--- src/rtl/mwm_pkg.sv ---
package mwm_pkg;

  // limb width and configuration register width
  localparam int LIMB_W = 32;
  localparam int CFG_W  = 6;

  // default operand size and register value after reset
  localparam int               MAX_WORDS_DEF = 32;
  localparam logic [CFG_W-1:0] WORDS_RESET   = 6'd32;

  // control from the sequencer to the multiply-accumulate unit
  typedef struct packed {
    logic issue;      // a step's memory reads go out this cycle
    logic first_row;  // partial product reads as zero on the first row
    logic carry_clr;  // start of a row
  } mac_ctl_t;

endpackage

--- src/rtl/mwm_mac.sv ---
module mwm_mac #(
  parameter int PA_W = 6
) (
  input  logic                         clk,
  input  logic                         rst_n,
  input  mwm_pkg::mac_ctl_t            ctl,
  input  logic [PA_W-1:0]              issue_addr,
  input  logic [mwm_pkg::LIMB_W-1:0]   a_q,
  input  logic [mwm_pkg::LIMB_W-1:0]   b_q,
  input  logic [mwm_pkg::LIMB_W-1:0]   p_q,
  output logic                         busy,
  output logic                         wr_en,
  output logic [PA_W-1:0]              wr_addr,
  output logic [mwm_pkg::LIMB_W-1:0]   wr_data,
  output logic [mwm_pkg::LIMB_W-1:0]   carry
);

  localparam int LW = mwm_pkg::LIMB_W;

  logic              v1_r, v2_r;
  logic              zero1_r;
  logic [PA_W-1:0]   addr1_r, addr2_r;
  logic [2*LW-1:0]   mul_r;
  logic [LW-1:0]     pd_r;
  logic [LW-1:0]     carry_r;
  logic [2*LW-1:0]   sum;

  // stage valids
  always_ff @(posedge clk) begin
    if (!rst_n) begin
      v1_r <= 1'b0;
      v2_r <= 1'b0;
    end else begin
      v1_r <= ctl.issue;
      v2_r <= v1_r;
    end
  end

  // stage 1: memory data back, one 32x32 multiply
  always_ff @(posedge clk) begin
    addr1_r <= issue_addr;
    zero1_r <= ctl.first_row;
    addr2_r <= addr1_r;
    mul_r   <= {{LW{1'b0}}, a_q} * {{LW{1'b0}}, b_q};
    pd_r    <= zero1_r ? '0 : p_q;
  end

  // stage 2: accumulate with the running carry
  assign sum = mul_r + {{LW{1'b0}}, pd_r} + {{LW{1'b0}}, carry_r};

  always_ff @(posedge clk) begin
    if (!rst_n) begin
      carry_r <= '0;
    end else if (ctl.carry_clr) begin
      carry_r <= '0;
    end else if (v2_r) begin
      carry_r <= sum[2*LW-1:LW];
    end
  end

  assign busy    = v1_r | v2_r;
  assign wr_en   = v2_r;
  assign wr_addr = addr2_r;
  assign wr_data = sum[LW-1:0];
  assign carry   = carry_r;

endmodule

--- config.mk ---
export PLATFORM = sky130hd
export DESIGN_NAME = mwm_mac
export DESIGN_NICKNAME = d
export VERILOG_FILES = /design/src/rtl/mwm_pkg.sv /design/src/rtl/mwm_mac.sv
export SDC_FILE = /design/constraint.sdc
export NUM_CORES = 2
export LEC_CHECK = 0
export BUFFER_PORTS_ARGS = -buffer_cell sky130_fd_sc_hd__buf_2
export CELL_PAD_IN_SITES_DETAIL_PLACEMENT = 1
export CELL_PAD_IN_SITES_GLOBAL_PLACEMENT = 1
export CORE_ASPECT_RATIO = 1.5
export CORE_MARGIN = 4
export CORE_UTILIZATION = 45
export CTS_BUF_LIST = sky130_fd_sc_hd__clkbuf_8
export DETAILED_ROUTE_END_ITERATION = 10
export PLACE_DENSITY = 0.73
export SLEW_MARGIN = 30
export SYNTH_ARGS = -nofsm -noshare
export SYNTH_HDL_FRONTEND = slang
export SYNTH_SLANG_ARGS = --single-unit
--- constraint.sdc ---
create_clock -name clk -period 23.9 [get_ports clk]
set_input_delay 3.585 -clock clk [delete_from_list [all_inputs] [get_ports clk]]
set_output_delay 3.585 -clock clk [all_outputs]
set_load 0.1 [all_outputs]
======== Yosys cells after proc, flatten, opt, wreduce, memory -nomap -nowiden ========
Index checks and enable logic that the tools add are counted.
storage, ports and cells
  logic and storage cells ................. 14
  register bits after elaboration ......... 143
  output and inout bits ................... 72
  input bits .............................. 107
cells by class
  reductions and logical operators ........ 1
  $mul .................................... 1
  add/subtract/negate cells ............... 2
  bitwise operators ....................... 2
operator list
  operator                      count
  adder 64 x 32 -> 64 bit       2
  multiplier 32 x 32 -> 64 bit  1
  OR reduction 2 bit            1
  inverter 1 bit                1
  OR 1 bit                      1

======== Longest topological paths before layout ========
  word-level depth ........................ 2
  mapped depth ............................ 28

======== Worst setup path after synthesis ========
Ideal clock, no wire load.
  path type ............................... input to register
  from .................................... in b_q[17] in the netlist's numbering
  to ...................................... reg mul_r[60]
  path buffers ............................ 2
  stages on the path ...................... 24
  required time ........................... 23.805 ns
  library setup time ...................... 0.095 ns
  path slack .............................. 13.671 ns
  arrival time ............................ 10.133 ns
  cells stage by stage .................... clkbuf_1 > and2_1 > fa_1 > inv_1 > fa_1 > inv_1 > fa_1 > inv_1 > fa_1 > inv_1 > fa_1 > fa_1 > fa_1 > fa_1 > ha_1 > clkbuf_1 > nand2_1 > or3_1 > o22ai_1 > o21ai_0 > a2111oi_0 > o211a_1 > o21ai_0 > a221oi_1
on the way
  longest elaborated chain between the ends .. 1
ends and longest elaborated chain
  what                          line           source
  from (decl)                   mwm_mac.sv:9   input logic [mwm_pkg::LIMB_W-1:0] b_q,
  multiplier 32 x 32 -> 64 bit  mwm_mac.sv:44  mul_r <= {{LW{1'b0}}, a_q} * {{LW{1'b0}}, b_q};
  to (signal assigned)          mwm_mac.sv:44
  to (decl)                     mwm_mac.sv:23  logic [2*LW-1:0] mul_r;
Every way passes these cells.
A chain may end at the register's enable or synchronous reset.

======== Final worst setup path ========
  from .................................... in a_q[17] in the netlist's numbering
  to ...................................... reg mul_r[60]
on the way
  longest elaborated chain between the ends .. 1
ends and longest elaborated chain
  what                          line           source
  from (decl)                   mwm_mac.sv:8   input logic [mwm_pkg::LIMB_W-1:0] a_q,
  multiplier 32 x 32 -> 64 bit  mwm_mac.sv:44
Every way passes these cells.

==> reports/qor.csv <==
stage,metric,value,unit
timing,tns,0,ns
placed_design,post-place-ws,11.89,ns
hold_path,holdCritPathClass,flop to flop,
drt,vias,29400,
critical_path,worstSetupPathType,input pin to flop,
logic_synthesis,synthDistinctLibCells,67,
critical_path,setup.worst_path.start_class,input pin,
cells_and_area,multiInputGateArea,32500,um^2
critical_path,crit_chain,buf_2 > and2_1 > fa_1 > fa_1 > fa_1 > inv_1 > fa_1 > inv_1 > fa_1 > fa_1 > fa_1 > fa_1 > ha_1 > nand4_1 > nor3_1 > o211ai_1 > a21oi_1 > o21ai_0 > a2111oi_0 > o211a_1 > o21ai_0 > a221oi_1,
timing,rsz0062_at_grt,false,
timing,relSlewSlack,36.7,%
logic_synthesis,netlist_instances,4333,
cells_and_area,syn2layout_area_growth,4.22,%
timing,whs,0.322,ns
logic_synthesis,synth.area.top_cells,"fa_1 47%, ha_1 9.3%, and2_1 9.2%",
clock_network,insertion_delay,0.48,ns
clock_network,clock_sinks,143,
timing,fmax,0.0874,GHz
timing,tightest_slew,0.950,ns
clock_network,clock-root-buffer,clkbuf_8,
die,dieHeight,372,um
global_route,grt_use_total,27.2,%
logic_synthesis,synth_top_area_cell,fa_1,
die,ioPinCount,179,
clock_network,post_cts_buffers,0,
timing,worst_slack,12.45,ns
critical_path,rrSetupSlack,19.32,ns
placed_design,portBuffers,178,
global_route,grt_overflow,0,
logic_synthesis,syn_nets,5664,
drt,ant_nets,0,
drt,drtIter0Drc,1280,
timing,drv_slew,0,
logic_synthesis,ys_ff_latch,143,
logic_synthesis,synth-main-ff-cell,dfxtp_1,
clock_network,cts_hold_buf,0,
timing,final.setup_skew,0.0231,ns
clock_network,cts_tree,yes,
logic_synthesis,synth_area_per_cell,9.20,um^2
critical_path,r2r_cells,14,
clock_network,cts_made_buffers,17,
critical_path,rr_endpoint,carry[31],
critical_path,arrival,11.82,ns
logic_synthesis,synth_edf_count,0,
status,status,completed,
critical_path,r2r-start,carry[1],
logic_synthesis,yosysTopAreaCellShare,46.7,%
cells_and_area,fillers,10100,
critical_path,path_common_cell,fa_1,
clock_network,cts_max_level,4,
timing,period_share,47.9,%
logic_synthesis,synth.most_common_cell,fa_1,
drt,drcViolationCount,0,
hold_path,hold_path.startpoint,addr1_r[5],
clock_network,path_clk_slew,0.09,ns
placed_design,dp_hpwl,99300,um
hold_path,min_path_cells,0,
critical_path,crit_fanout,32,
drt,drt_pass1_iterations,7,
global_route,antenna_found_initial,11,
critical_path,slowest_stage,a2111oi_0,
die,die_w,251,um
critical_path,cpPeakStageDelay,0.83,ns
cells_and_area,register_area,2870,um^2
logic_synthesis,synth_area,39800,um^2
timing,setup-violations-final,0,
job,cap_violations,0,
cells_and_area,fin_nets,5603,
global_route,grt_pass1_wl,196000,um
timing,final.min_clock_period,11.45,ns
logic_synthesis,synth_warnings,0,
drt,drt_wl_total,124000,um
logic_synthesis,seq_area_frac_synth,7.19,%
hold_path,holdPathEnd,wr_addr[5],
timing,final-hold-violation-count,0,
critical_path,worst_setup_path_end_kind,flop,
cells_and_area,drive_above_1_share,5.62,%
drt,vias_per_cell,5.41,
logic_synthesis,synth_commonest_cells,"929 x fa_1, 884 x inv_1, 589 x and2_1, 516 x nand2_1, 295 x ha_1",
logic_synthesis,synthArstFlopShare,0,%
placed_design,place.gp.congestion,0.931,
global_route,grt_pass1_vias,34500,
clock_network,post_cts_resized,0,
critical_path,required,24.28,ns
drt,wl_per_cell,22.9,um
die,start_util,45.4,%
die,die_area,93500,um^2
die,core_area,87700,um^2
clock_network,max-clock-path-buffers,2,
global_route,grt_max_degree,67,
die,fp-row-count,133,
sequential cells by signal, summed over array words and instances, names as in the netlist:
register and cells:
addr1_r 6, wr_addr 6, wr_en 1, carry 32, v1_r 1, pd_r 32, mul_r 64, zero1_r 1
stage by stage:
step / util [%] / cells / cell area [um^2]
after global routing: 47.3 / 5436 / 41500
after CTS: 47.3 / 5432 / 41500
after floorplan: - / 4333 / 39800
after detailed placement: 46.9 / 5400 / 41100
final: 47.3 / 5437 / 41500
after global placement: 46.9 / 5400 / 41100
layout by cell type, fill, tap and decap left out, types with 14 or more instances in the layout:
| master | Yosys | layout |
|---|---|---|
| a211oi_1 | 14 | 14 |
| a21o_1 | 52 | 52 |
| a21oi_1 | 109 | 109 |
| a31oi_1 | 20 | 20 |
| and2_1 | 589 | 589 |
| buf_2 | 4 | 178 |
| clkbuf_8 | 0 | 19 |
| dfxtp_1 | 143 | 142 |
| fa_1 | 929 | 929 |
| ha_1 | 295 | 295 |
| inv_1 | 884 | 884 |
| nand2_1 | 516 | 516 |
| nand3_1 | 23 | 23 |
| nand4_1 | 29 | 29 |
| nor2_1 | 59 | 59 |
| nor2b_1 | 44 | 44 |
| nor3_1 | 18 | 18 |
| o21a_1 | 14 | 14 |
| o21ai_0 | 84 | 84 |
| xnor2_1 | 69 | 69 |
| xor2_1 | 47 | 47 |
final cells by class:
class	instances	area share (%)
clock inverters	13	0.304
well taps	1147	3.46
diodes	5	0.0301
clock buffers	19	0.630
repair buffers	191	2.38
multi-input cells	3035	78.3
flip-flops and latches	143	6.90
inverters	884	7.99
logic make-up (layout without fill, tap and decap cells):
logic type	after synthesis	count (layout)	share of synthesized area (%)
fa+ha+maj	1224	1224	55.9
compound gates	371	371	5.98
other cells	0	5	0
buf+inv	1155	1107	11.2
flops	143	143	7.19
simple gates	1324	1324	17.1
xor+xnor	116	116	2.55
worst max path at each step:
stage                 to  depth (start not counted)    start  slack [ns]
3_5_place_dp   mul_r[60]                         22  a_q[17]       11.89
3_3_place_gp   mul_r[60]                         22  a_q[17]       12.12
5_1_grt        mul_r[60]                         22  a_q[17]       12.20
6_report       mul_r[60]                         22  a_q[17]       12.45
2_1_floorplan  mul_r[60]                         24  b_q[17]       13.67
4_1_cts        mul_r[60]                         22  a_q[17]       12.42
critical path: cells and delay by family:
kind | cells | cell delay [ns]
adder cells (fa/ha/maj) | 9 | 4.51
AO/OA/AOI/OAI | 7 | 2.09
buffers and inverters | 3 | 0.82
AND/OR/NAND/NOR | 3 | 0.80
layer usage:
metal | share of wire (%) | GRT usage (%)
met1 | 38 | 32.1
met2 | 53 | 50.9
met3 | 3.7 | 2.42
met4 | 4.6 | 10.9
met5 | 0.022 | 0
Power is not shown: default switching activity piles up to over one toggle a cycle in this logic, so the estimate is an artifact.
